--- config.mk ---
export PLATFORM = sky130hd
export DESIGN_NAME = fixed_block_pool_allocator
export DESIGN_NICKNAME = d
export VERILOG_FILES = /design/src/fpa_pkg.sv /design/src/fpa_ctrl.sv /design/src/fpa_datapath.sv /design/src/fixed_block_pool_allocator.sv
export SDC_FILE = /design/constraint.sdc
export NUM_CORES = 2
export LEC_CHECK = 0
export BUFFER_PORTS_ARGS = -buffer_cell sky130_fd_sc_hd__buf_2
export CORE_ASPECT_RATIO = 1.5
export CORE_MARGIN = 2
export CORE_UTILIZATION = 25
export CTS_BUF_LIST = sky130_fd_sc_hd__clkbuf_8
export CTS_CLUSTER_DIAMETER = 200
export CTS_CLUSTER_SIZE = 10
export DETAILED_ROUTE_END_ITERATION = 10
export GPL_ROUTABILITY_DRIVEN = 0
export PLACE_DENSITY = 0.41
export RECOVER_POWER = 50
export SLEW_MARGIN = 20
export SYNTH_ARGS = -nofsm -noshare
export SYNTH_HDL_FRONTEND = slang
export SYNTH_SLANG_ARGS = --single-unit
--- constraint.sdc ---
create_clock -name clk -period 13.97 [get_ports clk]
set_input_delay 2.0955 -clock clk [delete_from_list [all_inputs] [get_ports clk]]
set_output_delay 2.0955 -clock clk [all_outputs]
set_load 0.02 [all_outputs]
--- src/fpa_pkg.sv ---
package fpa_pkg;

  // pool geometry
  localparam int NumBlocks    = 256;
  localparam int BlockIdxW    = $clog2(NumBlocks);
  localparam int LinkW        = BlockIdxW + 1;
  localparam int FreeW        = BlockIdxW + 1;
  localparam int PointerBytes = 8;

  // field widths
  localparam int BlockSizeW = 17;
  localparam int AlignW     = 13;
  localparam int ReqIdxW    = 12;
  localparam int StatusW    = 3;
  localparam int GrantIdxW  = 8;
  localparam int OffsetW    = 24;
  localparam int BytesW     = 25;
  localparam int CfgIdxW    = 1;
  localparam int CfgDataW   = BlockSizeW;

  // register reset values
  localparam logic [BlockSizeW-1:0] BlockSizeReset = BlockSizeW'(64);
  localparam logic [AlignW-1:0]     PoolAlignReset = AlignW'(16);

  // result codes
  typedef enum logic [StatusW-1:0] {
    ST_OK        = 3'd0,
    ST_EXHAUSTED = 3'd1,
    ST_SIZE      = 3'd2,
    ST_ALIGN     = 3'd3,
    ST_NOT_OWNED = 3'd4,
    ST_NULL      = 3'd5
  } status_t;

  // commands
  typedef enum logic {
    CMD_ALLOC   = 1'b0,
    CMD_RELEASE = 1'b1
  } cmd_t;

  // configuration register indexes
  typedef enum logic [CfgIdxW-1:0] {
    CFG_BLOCK_SIZE = 1'b0,
    CFG_POOL_ALIGN = 1'b1
  } cfg_idx_t;

  // controller states
  typedef enum logic {
    S_IDLE   = 1'b0,
    S_UPDATE = 1'b1
  } state_t;

  // controller to datapath commands
  typedef struct packed {
    logic load_in;
    logic commit;
  } dp_ctrl_t;

endpackage

--- src/fpa_ctrl.sv ---
module fpa_ctrl (
  input  logic               clk,
  input  logic               rst,
  input  logic               in_valid,
  output logic               in_ready,
  output logic               out_valid,
  input  logic               out_ready,
  output fpa_pkg::dp_ctrl_t  dp_ctrl
);
  import fpa_pkg::*;

  state_t state;
  state_t state_next;
  logic   out_full;
  logic   out_full_next;
  logic   can_commit;

  // result register free or being drained this cycle
  assign can_commit = !out_full || out_ready;

  // state register and result flag
  always_ff @(posedge clk) begin
    if (rst) begin
      state    <= S_IDLE;
      out_full <= 1'b0;
    end else begin
      state    <= state_next;
      out_full <= out_full_next;
    end
  end

  // next state
  always_comb begin
    state_next = state;
    case (state)
      S_IDLE: begin
        if (in_valid) state_next = S_UPDATE;
      end
      S_UPDATE: begin
        if (can_commit) state_next = S_IDLE;
      end
      default: state_next = S_IDLE;
    endcase
  end

  // outputs
  always_comb begin
    in_ready        = 1'b0;
    dp_ctrl.load_in = 1'b0;
    dp_ctrl.commit  = 1'b0;
    case (state)
      S_IDLE: begin
        in_ready        = 1'b1;
        dp_ctrl.load_in = in_valid;
      end
      S_UPDATE: begin
        dp_ctrl.commit = can_commit;
      end
      default: begin
        in_ready = 1'b0;
      end
    endcase
  end

  // result held until the downstream transaction completes
  always_comb begin
    out_full_next = out_full;
    if (dp_ctrl.commit) out_full_next = 1'b1;
    else if (out_ready) out_full_next = 1'b0;
  end

  assign out_valid = out_full;

endmodule

--- src/fpa_datapath.sv ---
module fpa_datapath (
  input  logic                             clk,
  input  logic                             rst,
  input  fpa_pkg::dp_ctrl_t                dp_ctrl,
  input  logic                             cfg_we,
  input  logic [fpa_pkg::CfgIdxW-1:0]      cfg_index,
  input  logic [fpa_pkg::CfgDataW-1:0]     cfg_data,
  input  logic                             in_cmd,
  input  logic                             in_is_null,
  input  logic [fpa_pkg::BlockSizeW-1:0]   in_req_size,
  input  logic [fpa_pkg::AlignW-1:0]       in_req_align,
  input  logic [fpa_pkg::ReqIdxW-1:0]      in_block_index,
  output logic [fpa_pkg::StatusW-1:0]      out_status,
  output logic [fpa_pkg::GrantIdxW-1:0]    out_granted_index,
  output logic [fpa_pkg::OffsetW-1:0]      out_granted_offset,
  output logic [fpa_pkg::FreeW-1:0]        out_blocks_free,
  output logic [fpa_pkg::BytesW-1:0]       out_bytes_in_use
);
  import fpa_pkg::*;

  // configuration
  logic [BlockSizeW-1:0] block_size;
  logic [AlignW-1:0]     pool_align;

  // latched request
  logic                  req_cmd;
  logic                  req_is_null;
  logic [BlockSizeW-1:0] req_size;
  logic [AlignW-1:0]     req_align;
  logic [ReqIdxW-1:0]    req_idx;

  // free list state
  logic [LinkW-1:0]      list_head;
  logic [FreeW-1:0]      free_total;
  logic [LinkW-1:0]      link_mem [NumBlocks];
  logic [NumBlocks-1:0]  link_valid;
  logic [LinkW-1:0]      rd_link;
  logic                  rd_valid;
  logic [BlockIdxW-1:0]  rd_addr;

  // working values
  logic [BlockSizeW-1:0]           bsize;
  logic [LinkW-1:0]                head_link;
  logic                            size_bad;
  logic                            align_bad;
  logic                            exhausted;
  logic                            owned;
  logic                            do_pop;
  logic                            do_push;
  status_t                         status;
  logic [FreeW-1:0]                free_next;
  logic [FreeW-1:0]                used_cnt;
  logic [BlockIdxW+BlockSizeW-1:0] offset_prod;
  logic [FreeW+BlockSizeW-1:0]     bytes_prod;

  // configuration writes
  always_ff @(posedge clk) begin
    if (rst) begin
      block_size <= BlockSizeReset;
      pool_align <= PoolAlignReset;
    end else if (cfg_we) begin
      case (cfg_idx_t'(cfg_index))
        CFG_BLOCK_SIZE: block_size <= cfg_data;
        CFG_POOL_ALIGN: pool_align <= cfg_data[AlignW-1:0];
        default:        block_size <= block_size;
      endcase
    end
  end

  // request capture on an accepted transaction
  always_ff @(posedge clk) begin
    if (dp_ctrl.load_in) begin
      req_cmd     <= in_cmd;
      req_is_null <= in_is_null;
      req_size    <= in_req_size;
      req_align   <= in_req_align;
      req_idx     <= in_block_index;
    end
  end

  // link memory: head's next link read every cycle
  always_ff @(posedge clk) begin
    rd_link <= link_mem[list_head[BlockIdxW-1:0]];
    rd_addr <= list_head[BlockIdxW-1:0];
    if (do_push) link_mem[req_idx[BlockIdxW-1:0]] <= list_head;
  end

  // written flags, an unwritten entry links to the following block
  always_ff @(posedge clk) begin
    if (rst) begin
      link_valid <= '0;
      rd_valid   <= 1'b0;
    end else begin
      rd_valid <= link_valid[list_head[BlockIdxW-1:0]];
      if (do_push) link_valid[req_idx[BlockIdxW-1:0]] <= 1'b1;
    end
  end

  assign head_link = rd_valid ? rd_link : (LinkW'(rd_addr) + LinkW'(1));

  // block size in effect is at least one pointer
  assign bsize = (block_size < BlockSizeW'(PointerBytes)) ? BlockSizeW'(PointerBytes)
                                                           : block_size;

  // request checks
  assign size_bad  = req_size > bsize;
  assign align_bad = req_align > pool_align;
  assign exhausted = list_head >= LinkW'(NumBlocks);
  assign owned     = req_idx < ReqIdxW'(NumBlocks);

  always_comb begin
    do_pop  = 1'b0;
    do_push = 1'b0;
    status  = ST_OK;
    if (cmd_t'(req_cmd) == CMD_ALLOC) begin
      if (size_bad)       status = ST_SIZE;
      else if (align_bad) status = ST_ALIGN;
      else if (exhausted) status = ST_EXHAUSTED;
      else                do_pop = dp_ctrl.commit;
    end else begin
      if (req_is_null) status = ST_NULL;
      else if (!owned) status = ST_NOT_OWNED;
      else             do_push = dp_ctrl.commit;
    end
  end

  // free count, saturating both ways
  always_comb begin
    free_next = free_total;
    if (do_pop && free_total != '0) free_next = free_total - FreeW'(1);
    else if (do_push && free_total < FreeW'(NumBlocks)) free_next = free_total + FreeW'(1);
  end

  // offset of the popped block and bytes in use
  assign used_cnt    = FreeW'(NumBlocks) - free_next;
  assign offset_prod = list_head[BlockIdxW-1:0] * bsize;
  assign bytes_prod  = used_cnt * bsize;

  // list update
  always_ff @(posedge clk) begin
    if (rst) begin
      list_head  <= '0;
      free_total <= FreeW'(NumBlocks);
    end else begin
      free_total <= free_next;
      if (do_pop) list_head <= head_link;
      else if (do_push) list_head <= LinkW'(req_idx[BlockIdxW-1:0]);
    end
  end

  // result register
  always_ff @(posedge clk) begin
    if (dp_ctrl.commit) begin
      out_status         <= status;
      out_granted_index  <= do_pop ? GrantIdxW'(list_head[BlockIdxW-1:0]) : '0;
      out_granted_offset <= do_pop ? offset_prod[OffsetW-1:0] : '0;
      out_blocks_free    <= free_next;
      out_bytes_in_use   <= bytes_prod[BytesW-1:0];
    end
  end

endmodule

--- src/fixed_block_pool_allocator.sv ---
// Fixed-size block pool of 256 blocks with a singly linked free list in an on-chip
// link memory. An allocate (tuser cmd 0) pops the head block and returns its index
// and byte offset, or a status of exhausted, size too big or alignment too big; a
// release (tuser cmd 1) pushes block_index back on the list, with null handles and
// indices outside the pool reported and ignored. Double releases are not checked.
// Every result carries the free block count and the bytes in use. The accept edge
// registers the head's next link out of the link memory, and the update state then
// commits the list update and loads the result register. The next transaction is
// taken while a result still waits downstream; a result that is not taken holds
// the commit of the following one. The link memory needs no clearing pass after
// reset: per-entry written flags give the initial chain at once. Configuration must
// be written only while the block is idle; the block itself does not enforce this.
module fixed_block_pool_allocator (
  input  logic                               clk,
  input  logic                               rst,
  // configuration
  input  logic                               cfg_we,
  input  logic [fpa_pkg::CfgIdxW-1:0]        cfg_index,
  input  logic [fpa_pkg::CfgDataW-1:0]       cfg_data,
  // request stream
  input  logic                               s_tvalid,
  output logic                               s_tready,
  input  logic [47:0]                        s_tdata,  // request_size, request_alignment, block_index
  input  logic [1:0]                         s_tuser,  // cmd, handle_is_null
  // result stream
  output logic                               m_tvalid,
  input  logic                               m_tready,
  output logic [71:0]                        m_tdata,  // granted_index, granted_offset, blocks_free, bytes_in_use
  output logic [fpa_pkg::StatusW-1:0]        m_tuser   // status
);
  import fpa_pkg::*;

  dp_ctrl_t                dp_ctrl;
  logic [GrantIdxW-1:0]    granted_index;
  logic [OffsetW-1:0]      granted_offset;
  logic [FreeW-1:0]        blocks_free;
  logic [BytesW-1:0]       bytes_in_use;

  fpa_ctrl u_ctrl (
    .clk       (clk),
    .rst       (rst),
    .in_valid  (s_tvalid),
    .in_ready  (s_tready),
    .out_valid (m_tvalid),
    .out_ready (m_tready),
    .dp_ctrl   (dp_ctrl)
  );

  fpa_datapath u_datapath (
    .clk                (clk),
    .rst                (rst),
    .dp_ctrl            (dp_ctrl),
    .cfg_we             (cfg_we),
    .cfg_index          (cfg_index),
    .cfg_data           (cfg_data),
    .in_cmd             (s_tuser[0]),
    .in_is_null         (s_tuser[1]),
    .in_req_size        (s_tdata[16:0]),
    .in_req_align       (s_tdata[29:17]),
    .in_block_index     (s_tdata[41:30]),
    .out_status         (m_tuser),
    .out_granted_index  (granted_index),
    .out_granted_offset (granted_offset),
    .out_blocks_free    (blocks_free),
    .out_bytes_in_use   (bytes_in_use)
  );

  // result packing, zero filled to whole bytes
  assign m_tdata = {6'b0, bytes_in_use, blocks_free, granted_offset, granted_index};

endmodule

# After elaboration in Yosys (flattened, before gate mapping)
# Memories as Yosys holds them, arrays and structs flattened. A register that Yosys moved wholly into a read port is not among the register bits.
# Index checks and enable logic that the tools add are counted.
[totals] mem_bits_ro=0 mem_bits_rw=2304 regBits=428 output_inout_bits=77 mem_count=1 input_bits=73 latch_bits=0
[op_classes] magnitude_cmp=9 div_mod_pow=0 mul=2 eq_ne=0 mux=33 reduce_logical=10 bitwise_logic=3 addsub=4 shifts=0
[memory_table] memory="u_datapath.link_mem" depth=256 word_bits=9 rd=1 rd_ports_with_merged_regs=1 wr=1 line="fpa_datapath.sv:35" text="logic [LinkW-1:0] link_mem [NumBlocks];"
[op_table] cell="bitwise OR 256 bit" count=1
[op_table] cell="2-to-1 mux 9 bit" count=5
[op_table] cell="multiplier 9 x 17 -> 25 bit" count=1
[op_table] cell="multiplier 8 x 17 -> 24 bit" count=1
[op_table] cell="2-to-1 mux 1 bit" count=19
[op_table] cell="less-than comparator 8 x 9 -> 1 bit (second input constant)" count=2
[op_table] cell="greater-than comparator 17 bit" count=1
[op_table] cell="less-than comparator 17 x 4 -> 1 bit (second input constant)" count=1
[op_table] cell="2-to-1 mux 17 bit" count=1
[op_table] cell="2-to-1 mux 3 bit" count=5
[op_table] cell="greater-than comparator 13 bit" count=1
[op_table] cell="less-than comparator 12 x 9 -> 1 bit (second input constant)" count=1
[op_table] cell="adder 8 x 1 -> 9 bit (second input constant)" count=1
[op_table] cell="adder 9 x 1 -> 9 bit (second input constant)" count=1
[op_table] cell=">= comparator 9 bit (second input constant)" count=1
[op_table] cell="less-than comparator 9 bit (second input constant)" count=1
[op_table] cell="nonzero test 9 bit" count=1
[op_table] cell="subtractor 9 x 1 -> 9 bit (second input constant)" count=1
[op_table] cell="subtractor 9 bit (first input constant)" count=1
[op_table] cell="binary-select mux 1 bit (select 8 bit)" count=1
[op_table] cell="demux 1 bit (select 8 bit)" count=1
[op_table] cell=">= comparator 8 x 1 -> 1 bit (second input constant)" count=1
[op_table] cell="AND reduction 2 bit" count=2
[op_table] cell="nonzero test 2 bit" count=2
[op_table] cell="other kinds (5)" count=8

# Depth between registers and ports, before layout
[depth] depth_word=11 mapped_depth=40

# Cells and area by module
# From an unflattened synthesis, not the netlist that was laid out.
[unflattened] cells_unflattened=6083 hier_area_um2=113503.9
[by_module_without_submodules] module="fpa_datapath" cells_each=6066 n_inst=1 area_each_um2=113360.0 seq_area_each_um2=79025.8
[by_module_without_submodules] module="fpa_ctrl" cells_each=10 n_inst=1 area_each_um2=95.1 seq_area_each_um2=40.0
[by_module_without_submodules] module="fixed_block_pool_allocator" cells_each=7 n_inst=1 area_each_um2=48.8 seq_area_each_um2=0.0

# Worst setup path before layout
# No wires, ideal clock.
[synth_timing] path_kind="input -> register" start="in m_tready" end="reg u_datapath.out_bytes_in_use[24] in the netlist's numbering (data pin)" t_arrival_ps=10463 path_slack_ps=3240 path_buffers=1 path_stages=27 required_time_ps=13702 path_cell_list="nand2b_1 and2_1 nor3b_2 o41ai_1 nor3_1 nor2_1 xnor2_1 inv_1 ha_1 xnor2_1 clkbuf_1 nand2_1 fa_1 inv_1 fa_1 fa_1 inv_1 fa_1 inv_1 ha_1 a21o_1 o21ai_0 o21ai_0 o31ai_1 o21ai_0 a31oi_1 xnor3_1"
[synth_lines] item="from (decl)" line="fixed_block_pool_allocator.sv:27" text="input logic m_tready,"
[synth_lines] item="to (signal assigned)" line="fpa_datapath.sv:158" text="out_bytes_in_use <= bytes_prod[BytesW-1:0];"
[synth_lines] item="to (decl)" line="fpa_datapath.sv:17" text="output logic [fpa_pkg::BytesW-1:0] out_bytes_in_use"

# Worst setup path after layout
[layout_timing] start="reg u_datapath.list_head[1]" end="reg u_datapath.rd_valid"
[layout_via] elab_chain_cells=2
[layout_rtl] item="from (decl)" line="fpa_datapath.sv:33" text="logic [LinkW-1:0] list_head;"
[layout_rtl] item="from (signal assigned)" line="fpa_datapath.sv:146" text="if (do_pop) list_head <= head_link;"
[layout_rtl] item="from (signal assigned)" line="fpa_datapath.sv:147" text="else if (do_push) list_head <= LinkW'(req_idx[BlockIdxW-1:0]);"
[layout_rtl] item="binary-select mux 1 bit (select 8 bit)" line="fpa_datapath.sv:94" text="rd_valid <= link_valid[list_head[BlockIdxW-1:0]];"
[layout_rtl] item="2-to-1 mux 1 bit (not written as such)" line="fpa_datapath.sv:94"
[layout_rtl] item="to (signal assigned)" line="fpa_datapath.sv:94"
[layout_rtl] item="to (decl)" line="fpa_datapath.sv:38" text="logic rd_valid;"
# Every way passes these cells. The select of a mux whose other input is x is not followed.
# A chain may end at the register's enable or synchronous reset.

==> flow_summary_export.csv <==
group,metric,value,unit
run_status,status,"complete, but fails checks",
run_status,violations,"capacitance limit, slew limit",
global_routing,antenna_found_initial,10,
routing,drc,0,
synth,synth-simple-area-share,0.0498,
cells_and_area,fillers,45301,
floorplan,dieArea,460000,um2
global_routing,grt.overflow.total,0,
hold_path,worstHoldStart,"u_datapath.pool_align[8]",
sta,finalSetupTns,0,ns
synth,synth_area_leaders,"edfxtp_1, mux4_2, dfxtp_1",
synth,synth_top_area_share,0.639,
routing,wl_met1,118000,um
sta,period_minus_slack,12.12,ns
floorplan,core_area,453000,um2
synth,syn_avg_cell_area,18.6,um2
global_routing,grt_max_degree,189,
clock_tree,ctsLongestPathBuffers,4,
routing,drt-pass1-iter-count,5,
floorplan,ios,150,
routing,ant_nets,0,
clock_tree,cts.clk_slew.worst_paths,0.08,ns
routing,routed_wl,308000,um
worst_setup_path,reg2reg_from,"u_datapath.list_head[1]",
synth,yosys_most_used_dff,"edfxtp_1",
clock_tree,ctsHoldBuffers,0,
routing,dr_wl_met2,170000,um
sta,fmax,0.0825,GHz
synth,synth.mux.area_fraction,0.169,
flow_run,max_cap_viol_count,60,
routing,top_layer_used,"met5",
worst_setup_path,critPathLaunchType,"flip-flop",
cells_and_area,final_common_cell,"edfxtp_1",
worst_setup_path,cp.arrival,13.02,ns
sta,drv_slew,3668,
global_routing,grt_pass1_vias,59939,
worst_setup_path,cp_max_fo,112,
clock_tree,ctsResizeCount,0,
floorplan,die_h,830,um
synth,yosysSeqAreaShare,0.696,
routing,vias,55575,
synth,yosysTopAreaCell,"edfxtp_1",
worst_setup_path,cp.required,14.87,ns
cells_and_area,final_cell_mix,"edfxtp_1, mux4_2, nor2_1",
synth,synth.distinct_cells,69,
synth,synthAdderAreaFrac,0.0475,
cells_and_area,drive_gt1_frac,0.224,
placement,portBuffers,137,
synth,ys_ff_latch,2741,
power_and_ir_drop,leakagePower,35.3,nW
worst_setup_path,cp-end-kind,"flip-flop",
placement,dp_hpwl,194000,um
sta,slew_headroom,-4.69,
hold_path,holdCritPathClass,"flip-flop to flip-flop",
sta,whs,0.461,ns
worst_setup_path,crit_start,"u_datapath.list_head[1]",
power_and_ir_drop,powerDensity,114,nW/um2
clock_tree,cts_setup_buffers,0,
synth,synth_top_family_by_area,"multiplexers",
floorplan,initial_core_util,0.251,
synth,netlist_area,114000,um2
routing,first_iter_violations,3492,
sta,finClkSkew,0.101,ns
power_and_ir_drop,peakVddDrop,64.7,uV
routing,wl_met3,10000,um
cells_and_area,final_nets,6778,
sta,worst_slew_pin_slew,8.53,ns
sta,grt_setup_unrepaired,"no",
global_routing,track_usage,0.132,
floorplan,fp.dieW,554,um
global_routing,grt_pass1_wl,445000,um
floorplan,rows,303,
clock_tree,cts_tree,"built",
worst_setup_path,crit_type,"flip-flop to flip-flop",
cells_and_area,syn2layout_area_growth,11.7,%
clock_tree,cts_buffers,316,
sta,finalCritPeriodShare,0.868,
sta,setup_viol_count_final,0,
routing,via_per_inst,4.42,
routing,wl_per_cell,24.5,um
synth,synthArstFlopShare,0,
sta,final-hold-violation-count,0,
clock_tree,clock_latency,1.06,ns
clock_tree,clock-sinks,2741,
synth,synth_compound_area_frac,0.0128,
clock_tree,clock-root-buffer,"clkbuf_8",
synth,synthXorXnorAreaFrac,0.00426,
synth,synth_warnings,0,
synth,synth_edf_count,2417,
synth,syn_inst,6105,
clock_tree,htreeDepth,5,
==> cell usage after synthesis (7+ instances only) <==
cell type / count
edfxtp_1: 2417
inv_1: 260
o21ba_2: 26
buf_4: 11
o21bai_1: 7
a211oi_1: 10
and3_1: 31
nor2_1: 807
a21oi_1: 67
nor2b_1: 19
and2_1: 117
fa_1: 194
nor3_1: 19
clkbuf_1: 215
nand4_1: 8
a21o_1: 15
nand2_1: 256
buf_1: 43
o21ai_0: 34
ha_1: 121
buf_2: 63
a31oi_1: 9
xor2_1: 17
nand2b_1: 15
nand3_1: 31
xnor2_1: 32
dfxtp_1: 324
mux4_2: 850
==> critical path, cell delays in order, from the launching register on <==
cell      delay [ns]
dfxtp_1         1.70
clkbuf_1        5.14
clkbuf_1        2.49
mux4_2          0.54
mux4_2          0.58
mux4_2          0.60
mux4_2          0.50
nor2b_1         0.19
==> power breakdown <==
group          switching, mW  internal [mW]
sequential            0.0244           8.85
combinational          0.300          0.146
clock                   2.97           2.15
==> layer usage <==
layer	track usage	vias to the layer above
li1	-	24159
met1	0.152	29905
met2	0.251	1049
met3	0.0161	460
met4	0.0407	2
met5	0	-
==> flip-flops by register name, indices dropped and copies added, names as in the netlist <==
name                           count
u_datapath.link_mem             2304
u_datapath.link_valid            256
u_datapath.out_bytes_in_use       25
u_datapath.out_granted_offset     24
u_datapath.block_size             17
u_datapath.req_size               17
u_datapath.pool_align             13
u_datapath.req_align              13
u_datapath.req_idx                12
u_datapath.free_total              9
u_datapath.list_head               9
u_datapath.out_blocks_free         9
u_datapath.rd_link                 9
u_datapath.out_granted_index       8
u_datapath.rd_addr                 8
u_datapath.out_status              3
u_ctrl.out_valid                   1
u_ctrl.state                       1
u_datapath.rd_valid                1
u_datapath.req_cmd                 1
u_datapath.req_is_null             1
==> layout make-up <==
type,instances,area (um2),share of cell area
sequential,2741,79100,0.623
tap,5947,7440,0.0586
clock inverter,233,942,0.00742
clock buffer,322,4430,0.0349
multi-input combinational,2773,32400,0.255
inverter,260,976,0.00769
antenna,6,15.0,0.000118
timing repair buffer,298,1660,0.0131
==> per-stage QoR <==
| stage | std cells | utilization | cell area [um2] | power (mW) | setup slack (ns) |
|---|---|---|---|---|---|
| 2_1_floorplan | 6110 | - | 114000 | 9.34 | 3.24 |
| 3_3_place_gp | 12015 | 0.269 | 122000 | 9.51 | 2.43 |
| 3_5_place_dp | 12017 | 0.269 | 122000 | 9.51 | 2.50 |
| 4_1_cts | 12572 | 0.281 | 127000 | 14.7 | 2.33 |
| 5_1_grt | 12576 | 0.280 | 127000 | 15.0 | 0.969 |
| 6_report | 12580 | 0.280 | 127000 | 14.4 | 1.85 |
==> path summary, 6_finish.rpt <==
path / endpoint / slack (ns) / cells past startpoint
worst min register to register: u_datapath.pool_align[8] / 0.46 / 2
worst max-delay path: u_datapath.rd_valid / 1.85 / 7
worst min-delay path: u_datapath.pool_align[8] / 0.46 / 2
worst max register to register: u_datapath.rd_valid / 1.85 / 7
==> cell families after synthesis <==
kind of cell	after synthesis
flip-flops	2741
AND/OR/NAND/NOR	1333
multiplexers	854
buffers and inverters	596
adder cells (fa/ha/maj)	315
AO/OA/AOI/OAI	213
XOR/XNOR	52
other	1
Note: power is estimated with default switching activity, not from simulation.
